$ cat config.mk
export PLATFORM = sky130hd
export DESIGN_NAME = hpr_csr
export DESIGN_NICKNAME = d
export VERILOG_FILES = /design/src/sv/hpr_pkg.sv /design/src/sv/hpr_csr.sv
export SDC_FILE = /design/constraint.sdc
export NUM_CORES = 1
export LEC_CHECK = 0
export BUFFER_PORTS_ARGS = -buffer_cell sky130_fd_sc_hd__buf_2
export CORE_ASPECT_RATIO = 0.9
export CORE_MARGIN = 3
export CORE_UTILIZATION = 38
export CTS_CLUSTER_SIZE = 14
export DETAILED_ROUTE_END_ITERATION = 10
export GPL_ROUTABILITY_DRIVEN = 0
export GPL_TIMING_DRIVEN = 0
export PLACE_DENSITY = 0.8
export REMOVE_ABC_BUFFERS = 1
export SLEW_MARGIN = 0
export SYNTH_ARGS = -nofsm -noshare
export SYNTH_HDL_FRONTEND = slang
export SYNTH_SLANG_ARGS = --single-unit
$ cat constraint.sdc
create_clock -name clock -period 1.2 [get_ports clock]
set_input_delay 0.06 -clock clock [delete_from_list [all_inputs] [get_ports clock]]
set_output_delay 0.06 -clock clock [all_outputs]
set_load 0.005 [all_outputs]
$ cat src/sv/hpr_pkg.sv
// ----------------------------------------------------------------------------
// hpr_pkg
// Shared types, constants and the curve colour table of the plot rasterizer.
// ----------------------------------------------------------------------------
package hpr_pkg;

   localparam int DEF_PLOT_BINS  = 256;
   localparam int DEF_MAX_ROWS   = 256;
   localparam int DEF_NUM_CURVES = 6;
   localparam int KNOWN_CURVES   = 6;

   localparam int OP_W       = 2;
   localparam int CHANNEL_W  = 3;
   localparam int BIN_W      = 8;
   localparam int VALUE_W    = 16;
   localparam int READ_ROW_W = 8;
   localparam int READ_COL_W = 7;
   localparam int PIXEL_W    = 8;
   localparam int NIBBLE_W   = 4;

   // widest row and byte-column indexes over the parameter range
   localparam int ROW_MAX_W = 10;
   localparam int COL_MAX_W = 9;
   localparam int DIFF_W    = 18;
   localparam int PREV_W    = 8;

   localparam int QUEUE_DEPTH = 2;

   localparam int CSR_ADDR_W = 4;
   localparam int CSR_DATA_W = 32;
   localparam int CSR_IDX_LSB = 2;

   localparam int HEIGHT_W = 9;
   localparam int STYLE_W  = 2;
   localparam int ENABLE_W = 6;

   localparam logic [HEIGHT_W-1:0] HEIGHT_RESET = 9'd256;
   localparam logic [STYLE_W-1:0]  STYLE_RESET  = 2'd2;
   localparam logic [ENABLE_W-1:0] ENABLE_RESET = 6'd57;
   localparam logic [PREV_W-1:0]   PREV_RESET   = 8'hFF;

   localparam int STYLE_BAR_BIT     = 0;
   localparam int STYLE_CONNECT_BIT = 1;

   typedef enum logic [OP_W-1:0] {
      OP_CLEAR = 2'd0,
      OP_PLOT  = 2'd1,
      OP_READ  = 2'd2
   } op_type;

   typedef enum logic [CSR_ADDR_W-CSR_IDX_LSB-1:0] {
      CSR_PLOT_HEIGHT    = 2'd0,
      CSR_DRAW_STYLE     = 2'd1,
      CSR_CHANNEL_ENABLE = 2'd2
   } csr_index_type;

   typedef enum logic [1:0] {
      CMD_NONE,
      CMD_CLEAR,
      CMD_DRAW,
      CMD_READ
   } cmd_kind_type;

   typedef struct packed {
      cmd_kind_type           kind;
      logic                   in_range;
      logic [ROW_MAX_W-1:0]   row_lo;
      logic [ROW_MAX_W-1:0]   row_hi;
      logic [COL_MAX_W-1:0]   col;
      logic [PIXEL_W-1:0]     mask;
   } cmd_type;

   typedef struct packed {
      logic [HEIGHT_W-1:0] plot_height;
      logic [STYLE_W-1:0]  draw_style;
      logic [ENABLE_W-1:0] channel_enable;
   } cfg_type;

   typedef enum logic [2:0] {
      ST_INIT,
      ST_IDLE,
      ST_CLEAR,
      ST_DRAW,
      ST_FLUSH,
      ST_READ,
      ST_RESULT
   } back_state_type;

   function automatic logic [NIBBLE_W-1:0] curve_colour(input logic [CHANNEL_W-1:0] ch);
      logic [NIBBLE_W-1:0] c;
      case (ch)
         3'd0:    c = 4'd1;
         3'd1:    c = 4'd2;
         3'd2:    c = 4'd2;
         3'd3:    c = 4'd4;
         3'd4:    c = 4'd7;
         3'd5:    c = 4'd2;
         default: c = 4'd0;
      endcase
      return c;
   endfunction

endpackage

$ cat src/sv/hpr_csr.sv
// ----------------------------------------------------------------------------
// hpr_csr
// APB-style register file: plot height, draw style and channel enables.
// ----------------------------------------------------------------------------
module hpr_csr import hpr_pkg::*; (
   input  logic                  clock,
   input  logic                  reset,
   input  logic                  psel,
   input  logic                  penable,
   input  logic                  pwrite,
   input  logic [CSR_ADDR_W-1:0] paddr,
   input  logic [CSR_DATA_W-1:0] pwdata,
   output logic [CSR_DATA_W-1:0] prdata,
   output logic                  pready,
   output cfg_type               cfg
);

   logic [HEIGHT_W-1:0] plot_height_ff, plot_height_in;
   logic [STYLE_W-1:0]  draw_style_ff, draw_style_in;
   logic [ENABLE_W-1:0] channel_enable_ff, channel_enable_in;
   logic [CSR_ADDR_W-CSR_IDX_LSB-1:0] idx;
   logic                wr;

   assign pready = 1'b1;
   assign idx    = paddr[CSR_ADDR_W-1:CSR_IDX_LSB];
   assign wr     = psel && penable && pwrite;

   always_comb begin
      plot_height_in    = plot_height_ff;
      draw_style_in     = draw_style_ff;
      channel_enable_in = channel_enable_ff;
      if (wr) begin
         unique case (idx)
            CSR_PLOT_HEIGHT:    plot_height_in    = pwdata[HEIGHT_W-1:0];
            CSR_DRAW_STYLE:     draw_style_in     = pwdata[STYLE_W-1:0];
            CSR_CHANNEL_ENABLE: channel_enable_in = pwdata[ENABLE_W-1:0];
            default: ;
         endcase
      end
   end

   always_comb begin
      unique case (idx)
         CSR_PLOT_HEIGHT:    prdata = CSR_DATA_W'(plot_height_ff);
         CSR_DRAW_STYLE:     prdata = CSR_DATA_W'(draw_style_ff);
         CSR_CHANNEL_ENABLE: prdata = CSR_DATA_W'(channel_enable_ff);
         default:            prdata = '0;
      endcase
   end

   always_ff @(posedge clock) begin
      if (reset) begin
         plot_height_ff    <= HEIGHT_RESET;
         draw_style_ff     <= STYLE_RESET;
         channel_enable_ff <= ENABLE_RESET;
      end else begin
         plot_height_ff    <= plot_height_in;
         draw_style_ff     <= draw_style_in;
         channel_enable_ff <= channel_enable_in;
      end
   end

   assign cfg.plot_height    = plot_height_ff;
   assign cfg.draw_style     = draw_style_ff;
   assign cfg.channel_enable = channel_enable_ff;

endmodule

==> impl_metrics.csv <==
group,metric,value,unit
outcome,run_status,"finished clean",
global_route,grt_usage,11.3,%
critical_path,crit_cells,3,
cts,htreeDepth,1,
synthesis,synth.area.top_cells,"dfxtp_1 32%, mux2i_1 21%, buf_4 17%",
synthesis,synth_common_cells,"25 x buf_4, 23 x mux2i_1, 19 x nand2b_1, 17 x dfxtp_1, 17 x nor2_1",
critical_path,worst_setup_path_start_kind,"register",
sta,post-route-min-period,1.07,ns
critical_path,end_kind,"output pin",
sta,slew_violations,0,
synthesis,synth_edf_count,0,
synthesis,synth.distinct_cells,17,
global_route,grt_pass1_wl,3270,um
cells_and_area,drive_gt1_share,30.4,%
cts,cts_tree,"done",
die,io_pins,91,
sta,timing.final.crit_share,89.0,%
pwr,powerDensity,841,nW/um^2
die,fp.dieArea,3510,um^2
die,core_area,2570,um^2
critical_path,crit_chain,"mux2i_1, o21ai_1, buf_2",
global_route,grt.overflow.total,0,
critical_path,slowest_delay,0.37,ns
global_route,grt_max_degree,32,
critical_path,crit_start,"plot_height_ff[1]$_SDFFE_PP0P_",
routing,drt_iter0_markers,13,
pwr,peakVddDrop,0.611,mV
cts,cts_resized,0,
critical_path,cp.arrival,1.01,ns
hold_path,hp-class,"in -> reg",
routing,vias,817,
critical_path,critical_path_required,1.14,ns
routing,routed_via_density,4.17,
sta,hold_viol,0,
cts,clk_pin_slew,0.10,ns
synthesis,syn_area,1080,um^2
routing,drcViolationCount,0,
pwr,p_leak,0.000586,uW
sta,rsz0062_at_grt,"no",
die,rows,17,
critical_path,crit_fanout,3,
cts,clk_latency,0.28,ns
sta,finalSetupViolCount,0,
critical_path,r2r_cells,2,
cts,clock_sinks,17,
cells_and_area,area_delta_synth_final,14.1,%
synthesis,yosysTopAreaCell,"dfxtp_1",
critical_path,r2r_start,"plot_height_ff[8]$_SDFFE_PP1P_",
synthesis,synth_most_common_cell,"buf_4",
synthesis,yosysSeqAreaShare,31.6,%
sta,fmax,937,MHz
cts,hold_buffers,0,
cells_and_area,layout.nets,200,
placement,dp_hpwl,1590,um
sta,finalSetupTns,0,ns
cts,cts-root-buf,"clkbuf_4",
routing,post_drt_wl_per_cell,10.5,um
cells_and_area,antenna_cells,0,
cts,clockBufferDepth,2,
cts,cts_buffers,3,
die,start_util,41.9,%
synthesis,synth-seq-cells,17,
synthesis,ys_warn_count,0,
synthesis,syn_inst,120,
sta,skew,0,ns
routing,routed_wirelength,2060,um
critical_path,r2r_end,"plot_height_ff[8]$_SDFFE_PP1P_",
global_route,grt_pass1_vias,763,
routing,ant_nets,0,
cts,cts_setup_buffers,0,
global_route,antenna_found_initial,0,
placement,io_buffers,41,
synthesis,synth_async_sr_flop_share,0,%
synthesis,ys.flop_type,"dfxtp_1",
critical_path,crit_type,"reg -> out",
synthesis,synth_area_per_cell,8.98,um^2
critical_path,slowest_stage,"dfxtp_1",
critical_path,path_buf_inv,1,
cells_and_area,final_util,47.7,%
die,die_x,62.1,um
synthesis,synth_top_area_share,31.6,%
critical_path,worstSetupEndpoint,"prdata[1]",
critical_path,r2r_slack,0.56,ns
critical_path,path_delay_family,"flip-flops",
job,cap_violations,0,
routing,drtPass1Iterations,4,
die,dieHeight,56.5,um
[how the worst min path moves through the flow]
stage,start,to,slack (ns),cells after the start
floorplan,paddr[2],prdata[2],0.15,1
global placement,pwdata[8],plot_height_ff[8]$_SDFFE_PP1P_,0.32,3
detailed placement,pwdata[7],plot_height_ff[7]$_SDFFE_PP0P_,0.34,3
CTS,pwdata[7],plot_height_ff[7]$_SDFFE_PP0P_,0.01,3
global route,pwdata[6],plot_height_ff[6]$_SDFFE_PP0P_,0.03,3
finish,pwdata[7],plot_height_ff[7]$_SDFFE_PP0P_,0.03,3
[per-stage QoR]
stage | instances | hold slack, ns | setup slack (ns) | cell area (um^2) | power, uW
finish | 196 | 0.0278 | 0.132 | 1230 | 1030
global route | 196 | 0.0311 | 0.0359 | 1230 | 1090
CTS | 196 | 0.0141 | 0.122 | 1230 | 1050
detailed placement | 192 | 0.337 | 0.0137 | 1200 | 745
global placement | 192 | 0.319 | 0.0505 | 1200 | 743
floorplan | 113 | 0.151 | 0.347 | 950 | 667
[where the power goes]
group,switching (uW),internal [uW]
Clock,172,129
Combinational,88.0,68.0
Sequential,5.39,571
Total,265,768
[sequential cells by signal, indices dropped and copies added, names as in the netlist]
name               flops
plot_height_ff         9
channel_enable_ff      6
draw_style_ff          2
[cell usage in the layout, fill, tap and decap left out, drive strengths merged]
cell    instances
buf            41
conb           24
mux2i          23
nand2b         19
nor2           17
dfxtp          17
clkbuf          4
and2            3
nand2           2
o21ai           2
nor3b           2
nor2b           1
nand3           1
nor3            1
or3             1
[routing by layer]
metal | share of wire, % | vias up | track usage [%] | wire length [um]
li1 | - | 411 | - | -
met1 | 43 | 358 | 13.2 | 882
met2 | 45 | 46 | 20.1 | 928
met3 | 11 | 2 | 3.00 | 229
met4 | 0.78 | 0 | 3.79 | 16
met5 | 0 | - | 0 | 0
[kinds of logic (layout without fill, tap and decap cells)]
group                  count (synthesis)  count (layout)  synth area share [%]
and+or+nand+nor                       47              47                  25.9
buffers and inverters                 29              45                  19.5
muxes                                 23              23                  21.4
DFF                                   17              17                  31.6
other                                  2              24                 0.697
AOI/OAI and AO/OA                      2               2                 0.929
[cell type report]
cell class,instances,area [um^2]
sequential,17,340
timing repair buffer,41,205
fill,257,1350
multi-input combinational,96,609
tap,38,47.5
clock buffer,4,26.3
[tightest hold or removal path, delay by kind of cell]
kind,cells,cell delay (ns)
buffers and inverters,1,0.09
muxes,1,0.06
and+or+nand+nor,1,0.05
Power figures use the tool's default switching activity.
