==> config.mk <==
export PLATFORM = sky130hd
export DESIGN_NAME = hpr_front_flat
export DESIGN_NICKNAME = d
export VERILOG_FILES = /design/src/sv/hpr_pkg.sv /design/src/sv/hpr_if.sv /design/src/sv/hpr_front.sv /design/src/flat_wrapper.sv
export SDC_FILE = /design/constraint.sdc
export NUM_CORES = 1
export LEC_CHECK = 0
export ABC_AREA = 1
export BUFFER_PORTS_ARGS = -buffer_cell sky130_fd_sc_hd__buf_4
export CORE_ASPECT_RATIO = 1.25
export CORE_MARGIN = 5
export CORE_UTILIZATION = 33
export CTS_BUF_LIST = sky130_fd_sc_hd__clkbuf_4 sky130_fd_sc_hd__clkbuf_8 sky130_fd_sc_hd__clkbuf_16
export DETAILED_ROUTE_END_ITERATION = 10
export PLACE_DENSITY = 0.52
export SETUP_SLACK_MARGIN = 0.3
export SYNTH_ARGS = -nofsm -noshare
export SYNTH_HDL_FRONTEND = slang
export SYNTH_SLANG_ARGS = --single-unit
==> constraint.sdc <==
create_clock -name clock -period 16.9 [get_ports clock]
set_input_delay 3.38 -clock clock [delete_from_list [all_inputs] [get_ports clock]]
set_output_delay 3.38 -clock clock [all_outputs]
set_load 0.05 [all_outputs]
==> src/sv/hpr_pkg.sv <==
// ----------------------------------------------------------------------------
// hpr_pkg
// Shared types, constants and the curve colour table of the plot rasterizer.
// ----------------------------------------------------------------------------
package hpr_pkg;

   localparam int DEF_PLOT_BINS  = 256;
   localparam int DEF_MAX_ROWS   = 256;
   localparam int DEF_NUM_CURVES = 6;
   localparam int KNOWN_CURVES   = 6;

   localparam int OP_W       = 2;
   localparam int CHANNEL_W  = 3;
   localparam int BIN_W      = 8;
   localparam int VALUE_W    = 16;
   localparam int READ_ROW_W = 8;
   localparam int READ_COL_W = 7;
   localparam int PIXEL_W    = 8;
   localparam int NIBBLE_W   = 4;

   // widest row and byte-column indexes over the parameter range
   localparam int ROW_MAX_W = 10;
   localparam int COL_MAX_W = 9;
   localparam int DIFF_W    = 18;
   localparam int PREV_W    = 8;

   localparam int QUEUE_DEPTH = 2;

   localparam int CSR_ADDR_W = 4;
   localparam int CSR_DATA_W = 32;
   localparam int CSR_IDX_LSB = 2;

   localparam int HEIGHT_W = 9;
   localparam int STYLE_W  = 2;
   localparam int ENABLE_W = 6;

   localparam logic [HEIGHT_W-1:0] HEIGHT_RESET = 9'd256;
   localparam logic [STYLE_W-1:0]  STYLE_RESET  = 2'd2;
   localparam logic [ENABLE_W-1:0] ENABLE_RESET = 6'd57;
   localparam logic [PREV_W-1:0]   PREV_RESET   = 8'hFF;

   localparam int STYLE_BAR_BIT     = 0;
   localparam int STYLE_CONNECT_BIT = 1;

   typedef enum logic [OP_W-1:0] {
      OP_CLEAR = 2'd0,
      OP_PLOT  = 2'd1,
      OP_READ  = 2'd2
   } op_type;

   typedef enum logic [CSR_ADDR_W-CSR_IDX_LSB-1:0] {
      CSR_PLOT_HEIGHT    = 2'd0,
      CSR_DRAW_STYLE     = 2'd1,
      CSR_CHANNEL_ENABLE = 2'd2
   } csr_index_type;

   typedef enum logic [1:0] {
      CMD_NONE,
      CMD_CLEAR,
      CMD_DRAW,
      CMD_READ
   } cmd_kind_type;

   typedef struct packed {
      cmd_kind_type           kind;
      logic                   in_range;
      logic [ROW_MAX_W-1:0]   row_lo;
      logic [ROW_MAX_W-1:0]   row_hi;
      logic [COL_MAX_W-1:0]   col;
      logic [PIXEL_W-1:0]     mask;
   } cmd_type;

   typedef struct packed {
      logic [HEIGHT_W-1:0] plot_height;
      logic [STYLE_W-1:0]  draw_style;
      logic [ENABLE_W-1:0] channel_enable;
   } cfg_type;

   typedef enum logic [2:0] {
      ST_INIT,
      ST_IDLE,
      ST_CLEAR,
      ST_DRAW,
      ST_FLUSH,
      ST_READ,
      ST_RESULT
   } back_state_type;

   function automatic logic [NIBBLE_W-1:0] curve_colour(input logic [CHANNEL_W-1:0] ch);
      logic [NIBBLE_W-1:0] c;
      case (ch)
         3'd0:    c = 4'd1;
         3'd1:    c = 4'd2;
         3'd2:    c = 4'd2;
         3'd3:    c = 4'd4;
         3'd4:    c = 4'd7;
         3'd5:    c = 4'd2;
         default: c = 4'd0;
      endcase
      return c;
   endfunction

endpackage

==> src/sv/hpr_if.sv <==
// ----------------------------------------------------------------------------
// hpr_if
// Valid/ready channels for plot requests and responses.
// ----------------------------------------------------------------------------
interface hpr_req_if import hpr_pkg::*; ();
   logic                         valid;
   logic                         ready;
   logic [OP_W-1:0]              operation;
   logic [CHANNEL_W-1:0]         channel;
   logic [BIN_W-1:0]             bin;
   logic signed [VALUE_W-1:0]    bin_value;
   logic [READ_ROW_W-1:0]        read_row;
   logic [READ_COL_W-1:0]        read_column;

   modport source (output valid, operation, channel, bin, bin_value, read_row,
                   read_column, input ready);
   modport sink   (input valid, operation, channel, bin, bin_value, read_row,
                   read_column, output ready);
endinterface


==> src/sv/hpr_front.sv <==
// ----------------------------------------------------------------------------
// hpr_front
// Takes request transactions, clamps the point row, works out the row span
// to draw and keeps the previous point of the curve.
// ----------------------------------------------------------------------------
module hpr_front import hpr_pkg::*; #(
   parameter int PLOT_BINS  = DEF_PLOT_BINS,
   parameter int MAX_ROWS   = DEF_MAX_ROWS,
   parameter int NUM_CURVES = DEF_NUM_CURVES
) (
   input  logic       clock,
   input  logic       reset,
   hpr_req_if.sink    req,
   input  cfg_type    cfg,
   input  logic       init_busy,
   output logic       push_valid,
   input  logic       push_ready,
   output cmd_type    push_data
);

   localparam int ROW_BYTES = PLOT_BINS / 2;
   localparam logic signed [DIFF_W-1:0] ONE_E      = DIFF_W'(1);
   localparam logic signed [DIFF_W-1:0] MAX_ROWS_E = DIFF_W'(MAX_ROWS);
   localparam logic signed [DIFF_W-1:0] ROW_LAST_E = DIFF_W'(MAX_ROWS - 1);
   localparam int EN_N = 1 << CHANNEL_W;

   logic                       item_valid_ff, item_valid_in;
   op_type                     operation_ff;
   logic [CHANNEL_W-1:0]       channel_ff;
   logic [BIN_W-1:0]           bin_ff;
   logic signed [VALUE_W-1:0]  value_ff;
   logic [READ_ROW_W-1:0]      read_row_ff;
   logic [READ_COL_W-1:0]      read_col_ff;
   logic [PREV_W-1:0]          prev_ff, prev_in;

   logic accept, push;
   logic signed [DIFF_W-1:0] ph_e, h_e, hm1_e, v_e, diff_e, d_e, last_e, lo_e, hi_e;
   logic [PREV_W-1:0]        prev_start;
   logic [EN_N-1:0]          en_vec;
   logic                     bar, conn, enabled, plot_ok, draw_ok, read_ok;
   logic [BIN_W-2:0]         bin_col;
   logic [NIBBLE_W-1:0]      colour;

   assign req.ready     = !init_busy && (!item_valid_ff || push_ready);
   assign accept        = req.valid && req.ready;
   assign push_valid    = item_valid_ff;
   assign push          = item_valid_ff && push_ready;
   assign item_valid_in = accept ? 1'b1 : (push ? 1'b0 : item_valid_ff);

   always_ff @(posedge clock) begin
      if (reset) begin
         item_valid_ff <= 1'b0;
         prev_ff       <= PREV_RESET;
      end else begin
         item_valid_ff <= item_valid_in;
         prev_ff       <= prev_in;
      end
   end

   always_ff @(posedge clock) begin
      if (accept) begin
         operation_ff <= op_type'(req.operation);
         channel_ff   <= req.channel;
         bin_ff       <= req.bin;
         value_ff     <= req.bin_value;
         read_row_ff  <= req.read_row;
         read_col_ff  <= req.read_column;
      end
   end

   // point row and span
   always_comb begin
      ph_e = $signed({{(DIFF_W-HEIGHT_W){1'b0}}, cfg.plot_height});
      if (ph_e == '0) begin
         h_e = ONE_E;
      end else if (ph_e > MAX_ROWS_E) begin
         h_e = MAX_ROWS_E;
      end else begin
         h_e = ph_e;
      end
      hm1_e  = h_e - ONE_E;
      v_e    = $signed({{(DIFF_W-VALUE_W){value_ff[VALUE_W-1]}}, value_ff});
      diff_e = hm1_e - v_e;
      if (diff_e < 0) begin
         d_e = '0;
      end else if (diff_e > hm1_e) begin
         d_e = hm1_e;
      end else begin
         d_e = diff_e;
      end

      prev_start = (bin_ff == '0) ? hm1_e[PREV_W-1:0] : prev_ff;
      last_e     = $signed({{(DIFF_W-PREV_W){1'b0}}, prev_start});
      bar        = cfg.draw_style[STYLE_BAR_BIT];
      conn       = !bar && cfg.draw_style[STYLE_CONNECT_BIT];

      lo_e = d_e;
      hi_e = d_e;
      if (bar) begin
         hi_e = hm1_e;
      end else if (conn) begin
         if (last_e > d_e) begin
            hi_e = last_e - ONE_E;
         end else if (last_e < d_e) begin
            lo_e = last_e + ONE_E;
         end
      end
      if (hi_e > ROW_LAST_E) begin
         hi_e = ROW_LAST_E;
      end
   end

   // classification
   always_comb begin
      en_vec  = EN_N'(cfg.channel_enable);
      enabled = en_vec[channel_ff] && (int'(channel_ff) < NUM_CURVES)
                && (int'(channel_ff) < KNOWN_CURVES);
      bin_col = bin_ff[BIN_W-1:1];
      plot_ok = (operation_ff == OP_PLOT) && enabled && (int'(bin_ff) < PLOT_BINS);
      draw_ok = plot_ok && (int'(bin_col) < ROW_BYTES);
      read_ok = (int'(read_row_ff) < MAX_ROWS) && (int'(read_col_ff) < ROW_BYTES);
      colour  = curve_colour(channel_ff);

      prev_in = prev_ff;
      if (push && plot_ok) begin
         prev_in = conn ? d_e[PREV_W-1:0] : prev_start;
      end

      push_data = '0;
      unique case (operation_ff)
         OP_CLEAR: begin
            push_data.kind = CMD_CLEAR;
         end
         OP_PLOT: begin
            push_data.kind   = draw_ok ? CMD_DRAW : CMD_NONE;
            push_data.row_lo = lo_e[ROW_MAX_W-1:0];
            push_data.row_hi = hi_e[ROW_MAX_W-1:0];
            push_data.col    = COL_MAX_W'(bin_col);
            push_data.mask   = bin_ff[0] ? {{NIBBLE_W{1'b0}}, colour}
                                         : {colour, {NIBBLE_W{1'b0}}};
         end
         OP_READ: begin
            push_data.kind     = CMD_READ;
            push_data.in_range = read_ok;
            push_data.row_lo   = ROW_MAX_W'(read_row_ff);
            push_data.col      = COL_MAX_W'(read_col_ff);
         end
         default: begin
            push_data.kind = CMD_NONE;
         end
      endcase
   end

endmodule

==> src/flat_wrapper.sv <==
// flat-port wrapper written by rule: the top's interface ports become plain ports
module hpr_front_flat import hpr_pkg::*;
#(
   parameter int PLOT_BINS  = DEF_PLOT_BINS,
   parameter int MAX_ROWS   = DEF_MAX_ROWS,
   parameter int NUM_CURVES = DEF_NUM_CURVES
)
  (clock, reset, cfg, init_busy, push_valid, push_ready, push_data, req_valid, req_operation, req_channel, req_bin, req_bin_value, req_read_row, req_read_column, req_ready);
  hpr_req_if req_i ();
  input  logic clock;
  input  logic reset;
  input  cfg_type cfg;
  input  logic init_busy;
  output logic push_valid;
  input  logic push_ready;
  output cmd_type push_data;
  input wire logic [$bits(req_i.valid)-1:0] req_valid;
  input wire logic [$bits(req_i.operation)-1:0] req_operation;
  input wire logic [$bits(req_i.channel)-1:0] req_channel;
  input wire logic [$bits(req_i.bin)-1:0] req_bin;
  input wire logic [$bits(req_i.bin_value)-1:0] req_bin_value;
  input wire logic [$bits(req_i.read_row)-1:0] req_read_row;
  input wire logic [$bits(req_i.read_column)-1:0] req_read_column;
  output wire logic [$bits(req_i.ready)-1:0] req_ready;
  assign req_i.valid = req_valid;
  assign req_i.operation = req_operation;
  assign req_i.channel = req_channel;
  assign req_i.bin = req_bin;
  assign req_i.bin_value = req_bin_value;
  assign req_i.read_row = req_read_row;
  assign req_i.read_column = req_read_column;
  assign req_ready = req_i.ready;
  hpr_front #(.PLOT_BINS(PLOT_BINS), .MAX_ROWS(MAX_ROWS), .NUM_CURVES(NUM_CURVES)) u_core (.clock(clock), .reset(reset), .req(req_i), .cfg(cfg), .init_busy(init_busy), .push_valid(push_valid), .push_ready(push_ready), .push_data(push_data));
endmodule
==> results.json, run 1 <==
{
  "worstPathArrival_ps": 10950,
  "placed_cells": 1041,
  "fill_cells": 1670,
  "finClkSkew_ps": 7.31,
  "fin_crit_sh_pct": 84.8,
  "relSlewSlack_pct": 35.9,
  "max_freq_ghz": 0.0698,
  "hold_viol": 0,
  "final.setup.worst_slack_ps": 2570,
  "cts_root_buf": "clkbuf_16",
  "dieArea_sq_um": 18500,
  "synthCells": 730,
  "finalSetupViolations": 0,
  "finalSetupTns_ps": 0,
  "io_pins": 108,
  "synth_area_leaders": "edfxtp_1 (25%), ha_1 (12%), nand2_1 (12%)",
  "cts_tree": "done",
  "antenna_found_initial": 0,
  "place_ws_ps": 2640,
  "postCtsHoldBufs": 0,
  "holdWs_ps": 473,
  "clock_latency_ps": 300,
  "startpoint_type": "input port",
  "drt_iter0_markers": 273,
  "cts_buffer_depth": 2,
  "r2r_start": "u_core.value_ff[0]",
  "layout-drive-gt1-share_pct": 19.1,
  "cts_buffers": 5,
  "hold_path_class": "reg -> reg",
  "num-nets-final": 955,
  "cts_htree_levels": 2,
  "overflow": 0,
  "syn_area_sq_um": 5230,
  "drc": 0,
  "firstDrtPassIters": 5,
  "routed-via-count": 5027,
  "cp_slowest_cell": "o21ai_0",
  "area_growth_pct": 21.9,
  "synth_warnings": 0,
  "placed_area_sq_um": 6210,
  "synth.top_cell.area_share_pct": 25.3,
  "grt_max_degree": 46,
  "cp.required_ps": 13520,
  "grt_pass1_vias": 4944,
  "period_minus_slack_ps": 14330,
  "core_area_sq_um": 15600,
  "finalWirelength_um": 15700,
  "gp_congestion": 0.900,
  "multi_input_area_sq_um": 3200,
  "synth.avg_cell_area_sq_um": 7.16,
  "rows": 51,
  "rsz0062_at_grt": "false",
  "cp-startpoint": "cfg[14]",
  "p_leak_nw": 3.19,
  "layout.cells.non_filler": 1049,
  "fp.dieH_um": 151,
  "diodes": 0,
  "p_per_area_nw_per_um2": 72.1,
  "ir_drop_uv": 42.4,
  "cpPeakStageDelay_ps": 770,
  "yosysTopAreaCell": "edfxtp_1",
  "initial_utilization_pct": 33.6,
  "wl_per_cell_um": 15.0,
  "worst-setup-path-type": "in -> out",
  "cts_setup_buffers": 0,
  "crit_top_cell": "nand2_1",
  "routed_via_density": 4.79,
  "yosysSeqAreaShare_pct": 28.7,
  "drv_cap": 0,
  "port_buffers": 103,
  "numClockSinks": 53,
  "postRouteAntennaNets": 0,
  "hold_start": "u_core.prev_ff[5]",
  "dieWidth_um": 123,
  "finalMaxSlewViolations": 0,
  "path_max_fanout": 13,
  "cts_resized": 0,
  "grt_pass1_wl_um": 25000,
  "path_clk_slew_ps": 80,
  "track_usage_pct": 17.4,
  "fin_area_sq_um": 6370,
  "tightestPinTransition_ps": 952,
  "dpl.hpwl_um": 12900,
  "synth-seq-cells": 53,
  "synth_cell_types": 47,
  "cp-end-kind": "output port",
  "ff2ff_setup_slack_ps": 12270,
  "outcome": "finished, final reports clean",
  "final-seq-area_sq_um": 1500
}
-- critical path, delay by kind of cell --
family	cells	cell delay, ps
compound gates	9	2110
buf+inv	10	1150
simple gates	25	2790
fa+ha+maj	5	1550
-- registers in the layout (all words and copies together), names as in the netlist --
name,count
u_core.bin_ff,8
u_core.channel_ff,3
u_core.operation_ff,2
u_core.prev_ff,8
u_core.push_valid,1
u_core.read_col_ff,7
u_core.read_row_ff,8
u_core.value_ff,16
-- worst paths after layout --
| check | depth (start not counted) | endpoint |
|---|---|---|
| worst max register to register | 22 | u_core.prev_ff[0] |
| worst min-delay path | 2 | u_core.prev_ff[5] |
| worst max-delay path | 49 | push_data[29] |
| worst min register to register | 2 | u_core.prev_ff[5] |
-- placed cells by master, fill, tap and decap left out, types with 3 or more instances in the layout --
master     instances
o21ai_0           36
ha_1              52
o21a_1             7
nand4_1           12
o211ai_2           4
nand2_1          163
nand2_2           12
inv_1            113
nand3_1           53
nor2_4             4
buf_4            105
a32o_1             5
a21oi_1           49
o21ai_2            5
dfxtp_1            9
edfxtp_1          44
nor2_1            64
xnor2_1            3
clkbuf_16          5
inv_2              9
o211ai_1           8
o21ai_1            6
nor3_1             8
a22oi_1            3
conb_1            13
xor2_1            18
-- power breakdown --
group / internal, mW / total [mW] / switching, mW
clock network: 0.0570 / 0.110 / 0.0530
registers: 0.147 / 0.149 / 0.00187
logic: 0.0675 / 0.200 / 0.133
total: 0.272 / 0.459 / 0.187
-- cell usage after synthesis (all sizes together) --
| library cell | n |
|---|---|
| a211oi | 1 |
| a21o | 2 |
| a21oi | 51 |
| a221o | 1 |
| a22oi | 3 |
| a31oi | 1 |
| a32o | 5 |
| buf | 10 |
| clkbuf | 7 |
| clkinv | 1 |
| conb | 2 |
| dfxtp | 9 |
| edfxtp | 44 |
| fa | 1 |
| ha | 52 |
| inv | 122 |
| nand2 | 175 |
| nand3 | 56 |
| nand3b | 2 |
| nand4 | 13 |
| nor2 | 71 |
| nor3 | 10 |
| nor3b | 1 |
| o211ai | 12 |
| o21a | 7 |
| o21ai | 47 |
| o21bai | 2 |
| or2 | 1 |
| xnor2 | 3 |
| xor2 | 18 |
-- metal layers --
metal | track usage (%) | vias to the layer above | part of all wire [%]
met3 | 3.91 | 30 | 5.9
met5 | 0 | - | 0
met1 | 20.1 | 2234 | 41
li1 | - | 2614 | -
met4 | 7.45 | 0 | 3.8
met2 | 30.6 | 149 | 50
-- kinds of logic after synthesis --
kind of cell / count (synthesis) / synth area share (%)
xor gates and xnor gates: 21 / 3.52
other: 2 / 0.144
AOI/OAI and AO/OA: 132 / 15.4
adders and majority gates: 53 / 12.8
and+or+nand+nor: 329 / 28.4
buffers and inverters: 140 / 11.0
DFF: 53 / 28.7
-- area by class of cell --
type,instances,share of cell area [%]
multi-input cells,548,50.2
well taps,212,4.17
clock inverters,3,0.452
clock buffers,5,1.96
inverters,123,7.25
repair buffers,105,12.4
flip-flops and latches,53,23.6
-- per-stage QoR --
step	total power, mW	utilization [%]
after floorplan	0.296	-
after global placement	0.353	39.9
after detailed placement	0.352	39.9
after CTS	0.464	40.9
after global routing	0.491	40.9
final	0.459	40.9
Power figures use the tool's default switching activity.
==> run 2, diff against run 1 <==
clock period = 14.5 ns   (was 16.9 ns; I/O delays follow)
==> run 2 against run 1 <==
- register-to-register slack lost 2100 ps
- core utilization stayed put
- die area unchanged
- total power is 17% higher
- sequential cell count stayed put
- hold slack worse by 2.3 ps
- sequential share of layout area unchanged
- critical path type unchanged
==> results.json, run 2 (synthesized netlist as in run 1, its figures left out) <==
{
  "outcome": "finished, final reports clean",
  "dieWidth_um": 123,
  "num-nets-final": 955,
  "core_area_sq_um": 15600,
  "cts_buffers": 5,
  "cts_resized": 0,
  "crit_buf_inv": 11,
  "whs_path_depth": 2,
  "path_clk_slew_ps": 80,
  "placed_cells": 1041,
  "ir_drop_uv": 59.7,
  "numClockSinks": 53,
  "layout-drive-gt1-share_pct": 19.1,
  "largest-register": "u_core.value_ff",
  "p_leak_nw": 3.19,
  "antenna_found_initial": 0,
  "initial_utilization_pct": 33.6,
  "period_minus_slack_ps": 13120,
  "fp.dieH_um": 151,
  "fin_crit_sh_pct": 90.5,
  "cts_root_buf": "clkbuf_16",
  "finalSetupTns_ps": 0,
  "cp_slowest_cell": "o21ai_1",
  "routed_via_density": 4.81,
  "dieArea_sq_um": 18500,
  "met2_length_um": 7510,
  "wl_per_cell_um": 14.8,
  "largest_register_ffs": 16,
  "postCtsHoldBufs": 0,
  "gp_congestion": 0.906,
  "diodes": 0,
  "firstDrtPassIters": 5,
  "area_growth_pct": 21.9,
  "grt_pass1_wl_um": 24700,
  "finalWirelength_um": 15600,
  "finClkSkew_ps": 5.88,
  "cts_tree": "done",
  "layout.cells.non_filler": 1049,
  "routed-via-count": 5045,
  "hold_path_class": "reg -> reg",
  "cts_htree_levels": 2,
  "path_max_fanout": 13,
  "ff2ff_setup_slack_ps": 10150,
  "rows": 51,
  "cts_setup_buffers": 0,
  "postRouteAntennaNets": 0,
  "crit_top_cell": "nand2_1",
  "relSlewSlack_pct": 53.2,
  "highest_layer": "met4",
  "drv_cap": 0,
  "fill_cells": 1650,
  "dpl.hpwl_um": 12900,
  "io_pins": 108,
  "cp-startpoint": "cfg[12]",
  "grt_pass1_vias": 4931,
  "drt-met1-wl_um": 6260,
  "drt_iter0_markers": 328,
  "cpPeakStageDelay_ps": 520,
  "clock_latency_ps": 300,
  "grt_max_degree": 46,
  "track_usage_pct": 17.2,
  "overflow": 0,
  "cts_buffer_depth": 2,
  "worst-setup-path-type": "in -> out",
  "rr_worst_depth": 22,
  "cp-end-kind": "output port",
  "cp_top_family": "simple AND/OR/NAND/NOR gates",
  "finalSetupViolations": 0,
  "tightestPinTransition_ps": 701,
  "startpoint_type": "input port",
  "max_freq_ghz": 0.0762,
  "cp.required_ps": 11600,
  "mostFrequentLayoutCells": "nand2_1 (163), inv_1 (113), buf_4 (105)",
  "final_common_cell": "nand2_1",
  "wl_met3_um": 1150,
  "drc": 0,
  "cp.depth": 49,
  "rsz0062_at_grt": "false",
  "p_per_area_nw_per_um2": 84.2,
  "worstPathArrival_ps": 10220,
  "finalMaxSlewViolations": 0,
  "port_buffers": 103,
  "hold_viol": 0,
  "r2r_start": "u_core.value_ff[0]",
  "r2r-end": "u_core.prev_ff[0]",
  "crit_path_end": "push_data[29]"
}
run 2: cell count changes in the layout (fill, tap and decap cells not counted):
cell | before | now
o21ai_1 | 6 | 7
o21ai_0 | 36 | 35
run 2: cell type report:
cell class / count / area, sq um / share of cell area (%)
repair buffers: 105 / 788 / 12.4
clock buffers: 5 / 125 / 1.96
clock inverters: 3 / 28.8 / 0.452
flip-flops and latches: 53 / 1500 / 23.6
well taps: 212 / 265 / 4.17
inverters: 123 / 462 / 7.25
multi-input cells: 548 / 3200 / 50.2
run 2: how the worst min path moves through the flow:
stage                           start                 to  slack, ps
floorplan           u_core.prev_ff[7]  u_core.prev_ff[7]        440
global placement    u_core.prev_ff[5]  u_core.prev_ff[5]        450
detailed placement  u_core.prev_ff[5]  u_core.prev_ff[5]        460
CTS                 u_core.prev_ff[5]  u_core.prev_ff[5]        480
global route        u_core.prev_ff[5]  u_core.prev_ff[5]        500
finish              u_core.prev_ff[5]  u_core.prev_ff[5]        470
run 2: stage by stage:
stage	cell area (sq um)	worst slack, ps	total power [mW]	util [%]	hold slack [ps]
floorplan	5270	1940	0.346	-	436
CTS	6370	1140	0.541	40.9	477
detailed placement	6210	1190	0.410	39.9	459
global placement	6210	1280	0.411	39.9	454
finish	6370	1380	0.536	40.9	471
global route	6370	499	0.574	40.9	497
run 2: power by group:
part | leakage, nW | internal (mW) | switching, mW
registers | 0.485 | 0.172 | 0.00222
clock network | 0.0763 | 0.0664 | 0.0625
logic | 2.63 | 0.0788 | 0.155
total | 3.19 | 0.317 | 0.219
run 2: routing by layer:
metal	vias up	GRT usage [%]
met3	37	4.25
li1	2619	-
met5	-	0
met1	2214	19.7
met4	0	7.96
met2	175	30.0
run 2: tightest hold or removal path: cells and delay by family (launching register included):
| family | cells | cell delay, ps |
|---|---|---|
| compound gates | 2 | 110 |
| flops | 1 | 330 |
