===== src/sv/hpr_pkg.sv =====
// ----------------------------------------------------------------------------
// hpr_pkg
// Shared types, constants and the curve colour table of the plot rasterizer.
// ----------------------------------------------------------------------------
package hpr_pkg;

   localparam int DEF_PLOT_BINS  = 256;
   localparam int DEF_MAX_ROWS   = 256;
   localparam int DEF_NUM_CURVES = 6;
   localparam int KNOWN_CURVES   = 6;

   localparam int OP_W       = 2;
   localparam int CHANNEL_W  = 3;
   localparam int BIN_W      = 8;
   localparam int VALUE_W    = 16;
   localparam int READ_ROW_W = 8;
   localparam int READ_COL_W = 7;
   localparam int PIXEL_W    = 8;
   localparam int NIBBLE_W   = 4;

   // widest row and byte-column indexes over the parameter range
   localparam int ROW_MAX_W = 10;
   localparam int COL_MAX_W = 9;
   localparam int DIFF_W    = 18;
   localparam int PREV_W    = 8;

   localparam int QUEUE_DEPTH = 2;

   localparam int CSR_ADDR_W = 4;
   localparam int CSR_DATA_W = 32;
   localparam int CSR_IDX_LSB = 2;

   localparam int HEIGHT_W = 9;
   localparam int STYLE_W  = 2;
   localparam int ENABLE_W = 6;

   localparam logic [HEIGHT_W-1:0] HEIGHT_RESET = 9'd256;
   localparam logic [STYLE_W-1:0]  STYLE_RESET  = 2'd2;
   localparam logic [ENABLE_W-1:0] ENABLE_RESET = 6'd57;
   localparam logic [PREV_W-1:0]   PREV_RESET   = 8'hFF;

   localparam int STYLE_BAR_BIT     = 0;
   localparam int STYLE_CONNECT_BIT = 1;

   typedef enum logic [OP_W-1:0] {
      OP_CLEAR = 2'd0,
      OP_PLOT  = 2'd1,
      OP_READ  = 2'd2
   } op_type;

   typedef enum logic [CSR_ADDR_W-CSR_IDX_LSB-1:0] {
      CSR_PLOT_HEIGHT    = 2'd0,
      CSR_DRAW_STYLE     = 2'd1,
      CSR_CHANNEL_ENABLE = 2'd2
   } csr_index_type;

   typedef enum logic [1:0] {
      CMD_NONE,
      CMD_CLEAR,
      CMD_DRAW,
      CMD_READ
   } cmd_kind_type;

   typedef struct packed {
      cmd_kind_type           kind;
      logic                   in_range;
      logic [ROW_MAX_W-1:0]   row_lo;
      logic [ROW_MAX_W-1:0]   row_hi;
      logic [COL_MAX_W-1:0]   col;
      logic [PIXEL_W-1:0]     mask;
   } cmd_type;

   typedef struct packed {
      logic [HEIGHT_W-1:0] plot_height;
      logic [STYLE_W-1:0]  draw_style;
      logic [ENABLE_W-1:0] channel_enable;
   } cfg_type;

   typedef enum logic [2:0] {
      ST_INIT,
      ST_IDLE,
      ST_CLEAR,
      ST_DRAW,
      ST_FLUSH,
      ST_READ,
      ST_RESULT
   } back_state_type;

   function automatic logic [NIBBLE_W-1:0] curve_colour(input logic [CHANNEL_W-1:0] ch);
      logic [NIBBLE_W-1:0] c;
      case (ch)
         3'd0:    c = 4'd1;
         3'd1:    c = 4'd2;
         3'd2:    c = 4'd2;
         3'd3:    c = 4'd4;
         3'd4:    c = 4'd7;
         3'd5:    c = 4'd2;
         default: c = 4'd0;
      endcase
      return c;
   endfunction

endpackage


===== src/sv/hpr_queue.sv =====
// ----------------------------------------------------------------------------
// hpr_queue
// Short command queue between the front and back ends.
// ----------------------------------------------------------------------------
module hpr_queue import hpr_pkg::*; (
   input  logic    clock,
   input  logic    reset,
   input  logic    push_valid,
   output logic    push_ready,
   input  cmd_type push_data,
   output logic    pop_valid,
   input  logic    pop_ready,
   output cmd_type pop_data
);

   localparam int PTR_W = (QUEUE_DEPTH > 1) ? $clog2(QUEUE_DEPTH) : 1;
   localparam int CNT_W = $clog2(QUEUE_DEPTH + 1);
   localparam logic [PTR_W-1:0] PTR_LAST = PTR_W'(QUEUE_DEPTH - 1);
   localparam logic [CNT_W-1:0] CNT_FULL = CNT_W'(QUEUE_DEPTH);

   cmd_type          entry_ff [QUEUE_DEPTH];
   logic [PTR_W-1:0] wr_ptr_ff, wr_ptr_in, rd_ptr_ff, rd_ptr_in;
   logic [CNT_W-1:0] count_ff, count_in;
   logic             push, pop;

   assign push_ready = (count_ff != CNT_FULL);
   assign pop_valid  = (count_ff != '0);
   assign push       = push_valid && push_ready;
   assign pop        = pop_valid && pop_ready;
   assign pop_data   = entry_ff[rd_ptr_ff];

   always_comb begin
      wr_ptr_in = wr_ptr_ff;
      rd_ptr_in = rd_ptr_ff;
      count_in  = count_ff;
      if (push) begin
         wr_ptr_in = (wr_ptr_ff == PTR_LAST) ? '0 : wr_ptr_ff + 1'b1;
      end
      if (pop) begin
         rd_ptr_in = (rd_ptr_ff == PTR_LAST) ? '0 : rd_ptr_ff + 1'b1;
      end
      if (push && !pop) begin
         count_in = count_ff + 1'b1;
      end else if (pop && !push) begin
         count_in = count_ff - 1'b1;
      end
   end

   always_ff @(posedge clock) begin
      if (reset) begin
         wr_ptr_ff <= '0;
         rd_ptr_ff <= '0;
         count_ff  <= '0;
      end else begin
         wr_ptr_ff <= wr_ptr_in;
         rd_ptr_ff <= rd_ptr_in;
         count_ff  <= count_in;
      end
   end

   always_ff @(posedge clock) begin
      if (push) begin
         entry_ff[wr_ptr_ff] <= push_data;
      end
   end

endmodule


===== config.mk =====
export PLATFORM = sky130hd
export DESIGN_NAME = hpr_queue
export DESIGN_NICKNAME = d
export VERILOG_FILES = /design/src/sv/hpr_pkg.sv /design/src/sv/hpr_queue.sv
export SDC_FILE = /design/constraint.sdc
export NUM_CORES = 1
export LEC_CHECK = 0
export BUFFER_PORTS_ARGS = -buffer_cell sky130_fd_sc_hd__buf_4
export CAP_MARGIN = 20
export CORE_ASPECT_RATIO = 2
export CORE_UTILIZATION = 45
export CTS_BUF_LIST = sky130_fd_sc_hd__clkbuf_8
export DETAILED_ROUTE_END_ITERATION = 10
export PLACE_DENSITY = 0.76
export SYNTH_ARGS = -nofsm -noshare
export SYNTH_HDL_FRONTEND = slang
export SYNTH_SLANG_ARGS = --single-unit
export TNS_END_PERCENT = 30

===== constraint.sdc =====
create_clock -name clock -period 2.8 [get_ports clock]
set_input_delay 0.28 -clock clock [delete_from_list [all_inputs] [get_ports clock]]
set_output_delay 0.28 -clock clock [all_outputs]
set_load 0.005 [all_outputs]

==> results of run 1 <==
==> stage by stage <==
stage / utilization, % / cell area (sq um)
floorplan: - / 3100
global placement: 58.1 / 3850
detailed placement: 58.1 / 3850
CTS: 60.3 / 4000
global route: 60.3 / 4000
finish: 60.3 / 4000
==> routing by layer <==
metal / routed length, um / global-route usage, % / vias up
li1: - / - / 765
met1: 1990 / 18.0 / 769
met2: 2770 / 24.6 / 63
met3: 338 / 5.54 / 6
met4: 68 / 6.82 / 0
met5: 0 / 0 / -
==> logic make-up (layout without fill, tap and decap cells) <==
group	Yosys count	after routing
AOI/OAI and AO/OA	5	5
xor gates and xnor gates	3	3
adders and majority gates	1	1
buffers and inverters	5	104
DFF	85	85
muxes	40	40
and+or+nand+nor	9	9
==> final cells by class <==
cell class	instances	area (sq um)	share of cell area, %
clock buffer	9	124	3.10
clock inverter	6	22.5	0.564
inverter	1	3.75	0.0940
multi-input combinational	58	571	14.3
sequential	85	2500	62.7
tap	88	110	2.76
timing repair buffer	88	661	16.5
==> power breakdown <==
part	leakage (nW)	switching (W)	internal, W
Sequential	0.789	0.0000876	0.00159
Combinational	0.630	0.000339	0.000511
Clock	0.0779	0.000360	0.000299
Total	1.50	0.000786	0.00240
==> cell usage in the layout, fill, tap and decap left out <==
| cell type | instances |
|---|---|
| sky130_fd_sc_hd__buf_4 | 88 |
| sky130_fd_sc_hd__edfxtp_1 | 80 |
| sky130_fd_sc_hd__mux2_2 | 40 |
| sky130_fd_sc_hd__clkbuf_8 | 9 |
| sky130_fd_sc_hd__clkinv_1 | 5 |
| sky130_fd_sc_hd__dfxtp_1 | 4 |
| sky130_fd_sc_hd__xor2_1 | 3 |
| sky130_fd_sc_hd__nor2_1 | 3 |
| sky130_fd_sc_hd__o21ai_0 | 2 |
| sky130_fd_sc_hd__inv_1 | 2 |
| sky130_fd_sc_hd__a21oi_1 | 2 |
| sky130_fd_sc_hd__nand2b_1 | 1 |
| sky130_fd_sc_hd__and2_1 | 1 |
| sky130_fd_sc_hd__or2_2 | 1 |
| sky130_fd_sc_hd__and3_2 | 1 |
| sky130_fd_sc_hd__nand3b_1 | 1 |
| sky130_fd_sc_hd__a21bo_2 | 1 |
| sky130_fd_sc_hd__or3_1 | 1 |
| sky130_fd_sc_hd__ha_1 | 1 |
| sky130_fd_sc_hd__dfxtp_2 | 1 |
==> worst register-to-register path, stage by stage, from the launching register on <==
cell and delay (ns):
sky130_fd_sc_hd__dfxtp_1 0.41, sky130_fd_sc_hd__nand2b_1 0.22, sky130_fd_sc_hd__and3_2 0.85
==> flip-flops by register name, indices dropped and copies added, names as in the netlist, named ones only <==
signal	cells
wr_ptr_ff	1
count_ff	2
entry_ff	80
rd_ptr_ff	1
==> final timing paths <==
path,end,start,slack [ns]
setup / recovery,pop_data[4],flip-flop,0.65
hold / removal,entry_ff[0][7]$_DFFE_PP_,push_data[7],0.13
setup reg to reg,entry_ff[1][39]$_DFFE_PP_,count_ff[0]$_SDFFE_PP0P_,0.93
hold reg to reg,rd_ptr_ff$_SDFFE_PP0P_,rd_ptr_ff$_SDFFE_PP0P_,0.51
==> insert_results.sql, run 1 <==
INSERT INTO impl_metrics (metric_group, metric, value, unit) VALUES
('floorplan', 'floorplan.initialDensity', '46.7', '%'),
('placement', 'pre_cts_slack', '0.925', 'ns'),
('routing', 'drt-initial-drc-count', '56', ''),
('cells_and_area', 'area_delta_synth_final', '29.1', '%'),
('global_routing', 'grt_usage', '15.4', '%'),
('worst_setup_path', 'crit_path_start_kind', 'flip-flop', ''),
('cells_and_area', 'fillers', '529', ''),
('logic_synthesis', 'yosys_warnings', '0', ''),
('sta', 'holdWs', '0.125', 'ns'),
('routing', 'drt_pass1_iterations', '4', ''),
('floorplan', 'core-area', '6620', 'sq um'),
('logic_synthesis', 'ys_dominant_reg_cell', 'sky130_fd_sc_hd__edfxtp_1', ''),
('routing', 'detailroute.via_count', '1603', ''),
('worst_setup_path', 'r2r.worst_path.cells', '2', ''),
('worst_setup_path', 'timing.critical_path.buf_inv', '2', ''),
('logic_synthesis', 'syn_area_per_cell', '20.9', 'sq um'),
('pwr', 'power_density_cells', '798', 'nW/um^2'),
('clock_tree', 'cts.repair_timing.setup_buffer_count', '0', ''),
('routing', 'remaining_drc_errors', '0', ''),
('floorplan', 'row_count', '42', ''),
('sta', 'tightest_slew', '0.948', 'ns'),
('placement', 'dp_cells', '320', ''),
('worst_setup_path', 'path_max_fanout', '22', ''),
('global_routing', 'overflow', '0', ''),
('global_routing', 'grt_antenna_before_repair', '0', ''),
('logic_synthesis', 'post_synth_and_or_nand_nor_area_fraction', '1.62', '%'),
('clock_tree', 'cts_max_level', '3', ''),
('sta', 'achievable-frequency', '0.465', 'GHz'),
('routing', 'final_wirelength', '5.17', 'mm'),
('logic_synthesis', 'number_of_flip_flops_and_latches_in_the_synthesized_netlist', '85', ''),
('sta', 'rsz0062_at_grt', 'false', ''),
('logic_synthesis', 'ys_types', '17', ''),
('sta', 'finalSetupTns', '0', 'ns'),
('clock_tree', 'cts_resized', '0', ''),
('clock_tree', 'clock-sinks', '85', ''),
('logic_synthesis', 'mappedNetlistNets', '193', ''),
('placement', 'routabilityCongestion', '0.712', ''),
('worst_setup_path', 'cp-end-kind', 'primary output', ''),
('clock_tree', 'cts_tree', 'done', ''),
('worst_setup_path', 'critical_path_required', '2.52', 'ns'),
('sta', 'slew_headroom', '36.8', '%'),
('worst_hold_path', 'min-delay-path-class', 'in2reg', ''),
('sta', 'setup_viol', '0', ''),
('routing', 'route.detailed.wl_per_inst', '15.4', 'um'),
('global_routing', 'grt_pass1_wl', '7.69', 'mm'),
('cells_and_area', 'antenna_cells', '0', ''),
('pwr', 'fin_total_pwr', '0.00319', 'W'),
('logic_synthesis', 'yosys.area.top_type', 'sky130_fd_sc_hd__edfxtp_1', ''),
('logic_synthesis', 'synth_compound_gate_area_share', '0.970', '%'),
('job', 'max_cap_viol_count', '0', ''),
('logic_synthesis', 'syn-cell-area', '3100', 'sq um'),
('floorplan', 'die_width', '60.6', 'um'),
('clock_tree', 'clock-root-buffer', 'sky130_fd_sc_hd__clkbuf_8', ''),
('logic_synthesis', 'netlist_top_cells_area', 'sky130_fd_sc_hd__edfxtp_1 78%, sky130_fd_sc_hd__mux2_2 15%, sky130_fd_sc_hd__dfxtp_1 3.2%', ''),
('clock_tree', 'clkLatencyLatePin', '0.33', 'ns'),
('worst_setup_path', 'worst-setup-path-type', 'reg2out', ''),
('routing', 'final_antenna_net_count', '0', ''),
('worst_setup_path', 'worstPathCellList', 'buf_4 -> mux2_2 -> buf_4', ''),
('floorplan', 'die_h', '119', 'um'),
('placement', 'numPortBuffers', '85', ''),
('worst_setup_path', 'highest_cell_delay_on_the_worst_timing_path', '0.66', 'ns'),
('routing', 'vias_per_cell', '4.79', ''),
('global_routing', 'grt_start_max_net_pins', '41', ''),
('logic_synthesis', 'synthAdderAreaFrac', '0.404', '%'),
('floorplan', 'boundaryPins', '86', ''),
('logic_synthesis', 'edff_count_synth', '80', ''),
('logic_synthesis', 'yosys.area_share.xor_xnor', '0.849', '%'),
('run_status', 'status', 'complete, no violations', ''),
('clock_tree', 'clk_pin_slew', '0.07', 'ns'),
('placement', 'detailed_place_hpwl', '3.53', 'mm'),
('sta', 'fin_skew', '0.00516', 'ns');
Note: power is estimated with default switching activity, not from simulation.
==> inputs of run 2 (changes only) <==
--- a/config.mk
+++ b/config.mk
@@ -5,6 +5,7 @@
 export SDC_FILE = /design/constraint.sdc
 export NUM_CORES = 1
 export LEC_CHECK = 0
+export ABC_AREA = 1
 export BUFFER_PORTS_ARGS = -buffer_cell sky130_fd_sc_hd__buf_4
 export CAP_MARGIN = 20
 export CORE_ASPECT_RATIO = 2
==> constraint.sdc (replaced) <==
create_clock -name clock -period 2.1 [get_ports clock]
set_input_delay 0.21 -clock clock [delete_from_list [all_inputs] [get_ports clock]]
set_output_delay 0.21 -clock clock [all_outputs]
set_load 0.005 [all_outputs]
==> insert_results.sql, run 2 <==
INSERT INTO impl_metrics (metric_group, metric, value, unit) VALUES
('worst_setup_path', 'timing.critical_path.buf_inv', '2', ''),
('sta', 'rsz0062_at_grt', 'false', ''),
('pwr', 'net-switching-power', '0.00110', 'W'),
('worst_setup_path', 'cp-end-kind', 'primary output', ''),
('worst_setup_path', 'r2r_start', 'count_ff[0]$_SDFFE_PP0P_', ''),
('logic_synthesis', 'yosys.area.top_type', 'sky130_fd_sc_hd__edfxtp_1', ''),
('logic_synthesis', 'mappedNetlistNets', '206', ''),
('logic_synthesis', 'ys_types', '12', ''),
('logic_synthesis', 'post-synth-top-count-cell', 'sky130_fd_sc_hd__edfxtp_1', ''),
('sta', 'fin_skew', '0.00516', 'ns'),
('clock_tree', 'clk_pin_slew', '0.08', 'ns'),
('global_routing', 'overflow', '0', ''),
('placement', 'placed_area', '3920', 'sq um'),
('worst_setup_path', 'cp_data_arrival_time', '1.45', 'ns'),
('routing', 'final_wirelength', '5.34', 'mm'),
('logic_synthesis', 'ys_dominant_reg_cell', 'sky130_fd_sc_hd__edfxtp_1', ''),
('run_status', 'status', 'complete, no violations', ''),
('worst_setup_path', 'highest_cell_delay_on_the_worst_timing_path', '0.39', 'ns'),
('logic_synthesis', 'synth_cells', '161', ''),
('pwr', 'sequentialPowerShare', '51.4', '%'),
('global_routing', 'grt_pass1_wl', '7.87', 'mm'),
('clock_tree', 'cts.path.max_buffers', '2', ''),
('global_routing', 'grt_start_max_net_pins', '41', ''),
('placement', 'numPortBuffers', '85', ''),
('clock_tree', 'clkLatencyLatePin', '0.34', 'ns'),
('pwr', 'share_of_total_power_in_combinational_logic', '27.6', '%'),
('sta', 'tightest_slew', '0.238', 'ns'),
('global_routing', 'first_global_vias', '1671', ''),
('worst_setup_path', 'path_delay_family', 'multiplexers', ''),
('clock_tree', 'cts.repair_timing.setup_buffer_count', '0', ''),
('cells_and_area', 'largest_register_ff_count', '80', ''),
('cells_and_area', 'regMostFlops', 'entry_ff', ''),
('global_routing', 'grt_usage', '15.9', '%'),
('clock_tree', 'postCtsHoldBufs', '0', ''),
('cells_and_area', 'antenna_cells', '0', ''),
('logic_synthesis', 'edff_count_synth', '80', ''),
('routing', 'detailroute.via_count', '1635', ''),
('routing', 'final_antenna_net_count', '0', ''),
('floorplan', 'row_count', '42', ''),
('sta', 'setup_viol', '0', ''),
('placement', 'detailed_place_hpwl', '3.57', 'mm'),
('logic_synthesis', 'netlist_top_cells_area', 'sky130_fd_sc_hd__edfxtp_1 77%, sky130_fd_sc_hd__mux2_2 14%, sky130_fd_sc_hd__dfxtp_1 3.2%', ''),
('pwr', 'power.ir.vdd_worst', '0.885', 'mV'),
('floorplan', 'die_h', '120', 'um'),
('pwr', 'power.static_leakage', '1.55', 'nW'),
('worst_setup_path', 'path_max_fanout', '40', ''),
('clock_tree', 'clock-sinks', '85', ''),
('worst_setup_path', 'ff2ff_setup_slack', '0.51', 'ns'),
('clock_tree', 'cts_inserted_buffers', '9', ''),
('logic_synthesis', 'yosysTopAreaCellShare', '76.6', '%'),
('sta', 'timing.final.ws_setup', '0.438', 'ns'),
('floorplan', 'die_area', '7330', 'sq um'),
('clock_tree', 'clock-root-buffer', 'sky130_fd_sc_hd__clkbuf_8', ''),
('pwr', 'power_density_cells', '1050', 'nW/um^2'),
('worst_setup_path', 'worst-setup-path-type', 'reg2out', ''),
('worst_setup_path', 'worstPathCellList', 'buf_12 -> mux2_2 -> buf_4', ''),
('routing', 'vias_per_cell', '4.68', ''),
('worst_hold_path', 'timing.hold.worst.start', 'push_data[11]', ''),
('floorplan', 'floorplan.initialDensity', '47.0', '%'),
('worst_setup_path', 'cp_slowest_cell', 'sky130_fd_sc_hd__mux2_2', ''),
('worst_setup_path', 'critical_path_required', '1.89', 'ns'),
('logic_synthesis', 'yosys_warnings', '0', ''),
('sta', 'timing_hold_violations_final', '0', ''),
('worst_setup_path', 'crit_path_start_kind', 'flip-flop', ''),
('cells_and_area', 'nets', '301', ''),
('routing', 'route.detailed.wl_per_inst', '15.3', 'um'),
('routing', 'drt_pass1_iterations', '4', ''),
('placement', 'pre_cts_slack', '0.531', 'ns'),
('sta', 'timing_max_transition_violations_final', '0', ''),
('placement', 'routabilityCongestion', '0.710', ''),
('pwr', 'clkPwrFrac', '21.0', '%'),
('floorplan', 'die_width', '61.0', 'um'),
('cells_and_area', 'largestRegisters', 'entry_ff (80), count_ff (2)', ''),
('cells_and_area', 'layout-drive-gt1-share', '54.0', '%'),
('sta', 'finalWorstPathRequiredPeriod', '1.66', 'ns'),
('cells_and_area', 'fillers', '531', ''),
('sta', 'slew_headroom', '84.1', '%'),
('routing', 'drt-initial-drc-count', '57', ''),
('cells_and_area', 'most_frequent_standard_cell_in_the_layout_excluding_fill_and_tap_cells', 'sky130_fd_sc_hd__buf_4', ''),
('worst_hold_path', 'min-delay-path-class', 'in2reg', ''),
('sta', 'achievable-frequency', '0.602', 'GHz'),
('logic_synthesis', 'part_of_the_yosys_area_used_for_sequential_elements', '79.8', '%'),
('floorplan', 'boundaryPins', '86', ''),
('clock_tree', 'cts_max_level', '3', ''),
('logic_synthesis', 'number_of_flip_flops_and_latches_in_the_synthesized_netlist', '85', ''),
('logic_synthesis', 'ys_top_cells_by_count', '80 x sky130_fd_sc_hd__edfxtp_1, 40 x sky130_fd_sc_hd__mux2_2, 9 x sky130_fd_sc_hd__nand2_1, 8 x sky130_fd_sc_hd__inv_1, 7 x sky130_fd_sc_hd__nor2_1', ''),
('cells_and_area', 'final_cell_area', '4070', 'sq um'),
('logic_synthesis', 'ys_async_sr_fraction', '0', '%'),
('clock_tree', 'cts_tree', 'done', ''),
('global_routing', 'grt_antenna_before_repair', '0', ''),
('clock_tree', 'cts_resized', '0', ''),
('logic_synthesis', 'syn_area_per_cell', '19.5', 'sq um'),
('floorplan', 'core-area', '6670', 'sq um'),
('job', 'max_cap_viol_count', '0', ''),
('sta', 'final_min_period_over_clock_period', '79.2', '%'),
('pwr', 'p_int', '0.00319', 'W'),
('cells_and_area', 'layout_common_cells', '85 x sky130_fd_sc_hd__buf_4, 80 x sky130_fd_sc_hd__edfxtp_1, 40 x sky130_fd_sc_hd__mux2_2', ''),
('logic_synthesis', 'syn-cell-area', '3140', 'sq um'),
('routing', 'remaining_drc_errors', '0', ''),
('cells_and_area', 'area_delta_synth_final', '29.7', '%'),
('pwr', 'netSwitchingFraction', '25.5', '%');
-- run 2: changes by cell type in the layout (fill, tap and decap cells not counted), sizes merged, moves of 2 or more --
cell / delta
nand3: +2
xor2: -3
nand2: +9
clkinv: -2
inv: +10
nor2: +4
-- run 2: cell families (layout without fill, tap and decap cells) --
logic type                 count (synthesis)  after routing  share of synthesized area [%]
muxes                                     40             40                           14.4
and+or+nand+nor                           19             19                           2.43
adders and majority gates                  1              1                          0.399
buffers and inverters                     12            112                           2.39
AOI/OAI and AO/OA                          4              4                          0.638
DFF                                       85             85                           79.8
-- run 2: power groups by stage --
stage | logic (W) | registers [W] | clock network (W)
after floorplan | 0.000615 | 0.00224 | 0
after global routing | 0.00129 | 0.00222 | 0.00101
after CTS | 0.00121 | 0.00221 | 0.000938
after detailed placement | 0.00120 | 0.00224 | 0
final | 0.00119 | 0.00220 | 0.000899
after global placement | 0.00118 | 0.00223 | 0
-- run 2: path summary, 6_finish.rpt --
check | endpoint | cells past startpoint
max reg2reg | count_ff[1]$_SDFFE_PP0P_ | 10
min | entry_ff[1][11]$_DFFE_PP_ | 1
min reg2reg | rd_ptr_ff$_SDFFE_PP0P_ | 2
max | pop_data[2] | 3
-- run 2: stage by stage --
| stage | total power [W] | utilization, % | hold slack (ns) | instances | setup TNS, ns |
|---|---|---|---|---|---|
| after global placement | 0.00341 | 58.7 | 0.396 | 333 | 0 |
| after CTS | 0.00435 | 60.9 | 0.0205 | 349 | 0 |
| after global routing | 0.00452 | 60.9 | 0.0255 | 349 | 0 |
| after detailed placement | 0.00345 | 58.7 | 0.398 | 333 | 0 |
| final | 0.00429 | 60.9 | 0.0512 | 349 | 0 |
| after floorplan | 0.00285 | - | 0.309 | 161 | -46.85 |
-- run 2: worst register-to-register path, stage by stage (launching register included) --
cell and delay (ns):
sky130_fd_sc_hd__dfxtp_1 0.32, sky130_fd_sc_hd__inv_1 0.13, sky130_fd_sc_hd__nand2_1 0.09, sky130_fd_sc_hd__nand2_1 0.20, sky130_fd_sc_hd__inv_1 0.10, sky130_fd_sc_hd__ha_1 0.33, sky130_fd_sc_hd__inv_1 0.09, sky130_fd_sc_hd__nand3_1 0.08
sky130_fd_sc_hd__nand2_1 0.06, sky130_fd_sc_hd__inv_1 0.04, sky130_fd_sc_hd__nor2_1 0.08
-- run 2: final cells by class --
type                       count  area, sq um  share of cell area, %
multi-input combinational     64          574                   14.1
inverter                       8         30.0                  0.738
timing repair buffer          88          698                   17.2
sequential                    85         2500                   61.6
clock inverter                 7         27.5                  0.677
clock buffer                   9          124                   3.05
tap                           88          110                   2.71
-- run 2: layer usage --
layer	wire [um]	track usage, %	vias to the layer above
met3	211	4.20	6
met4	122	9.80	0
li1	-	-	797
met1	1910	16.0	784
met5	0	0	-
met2	3100	27.4	48
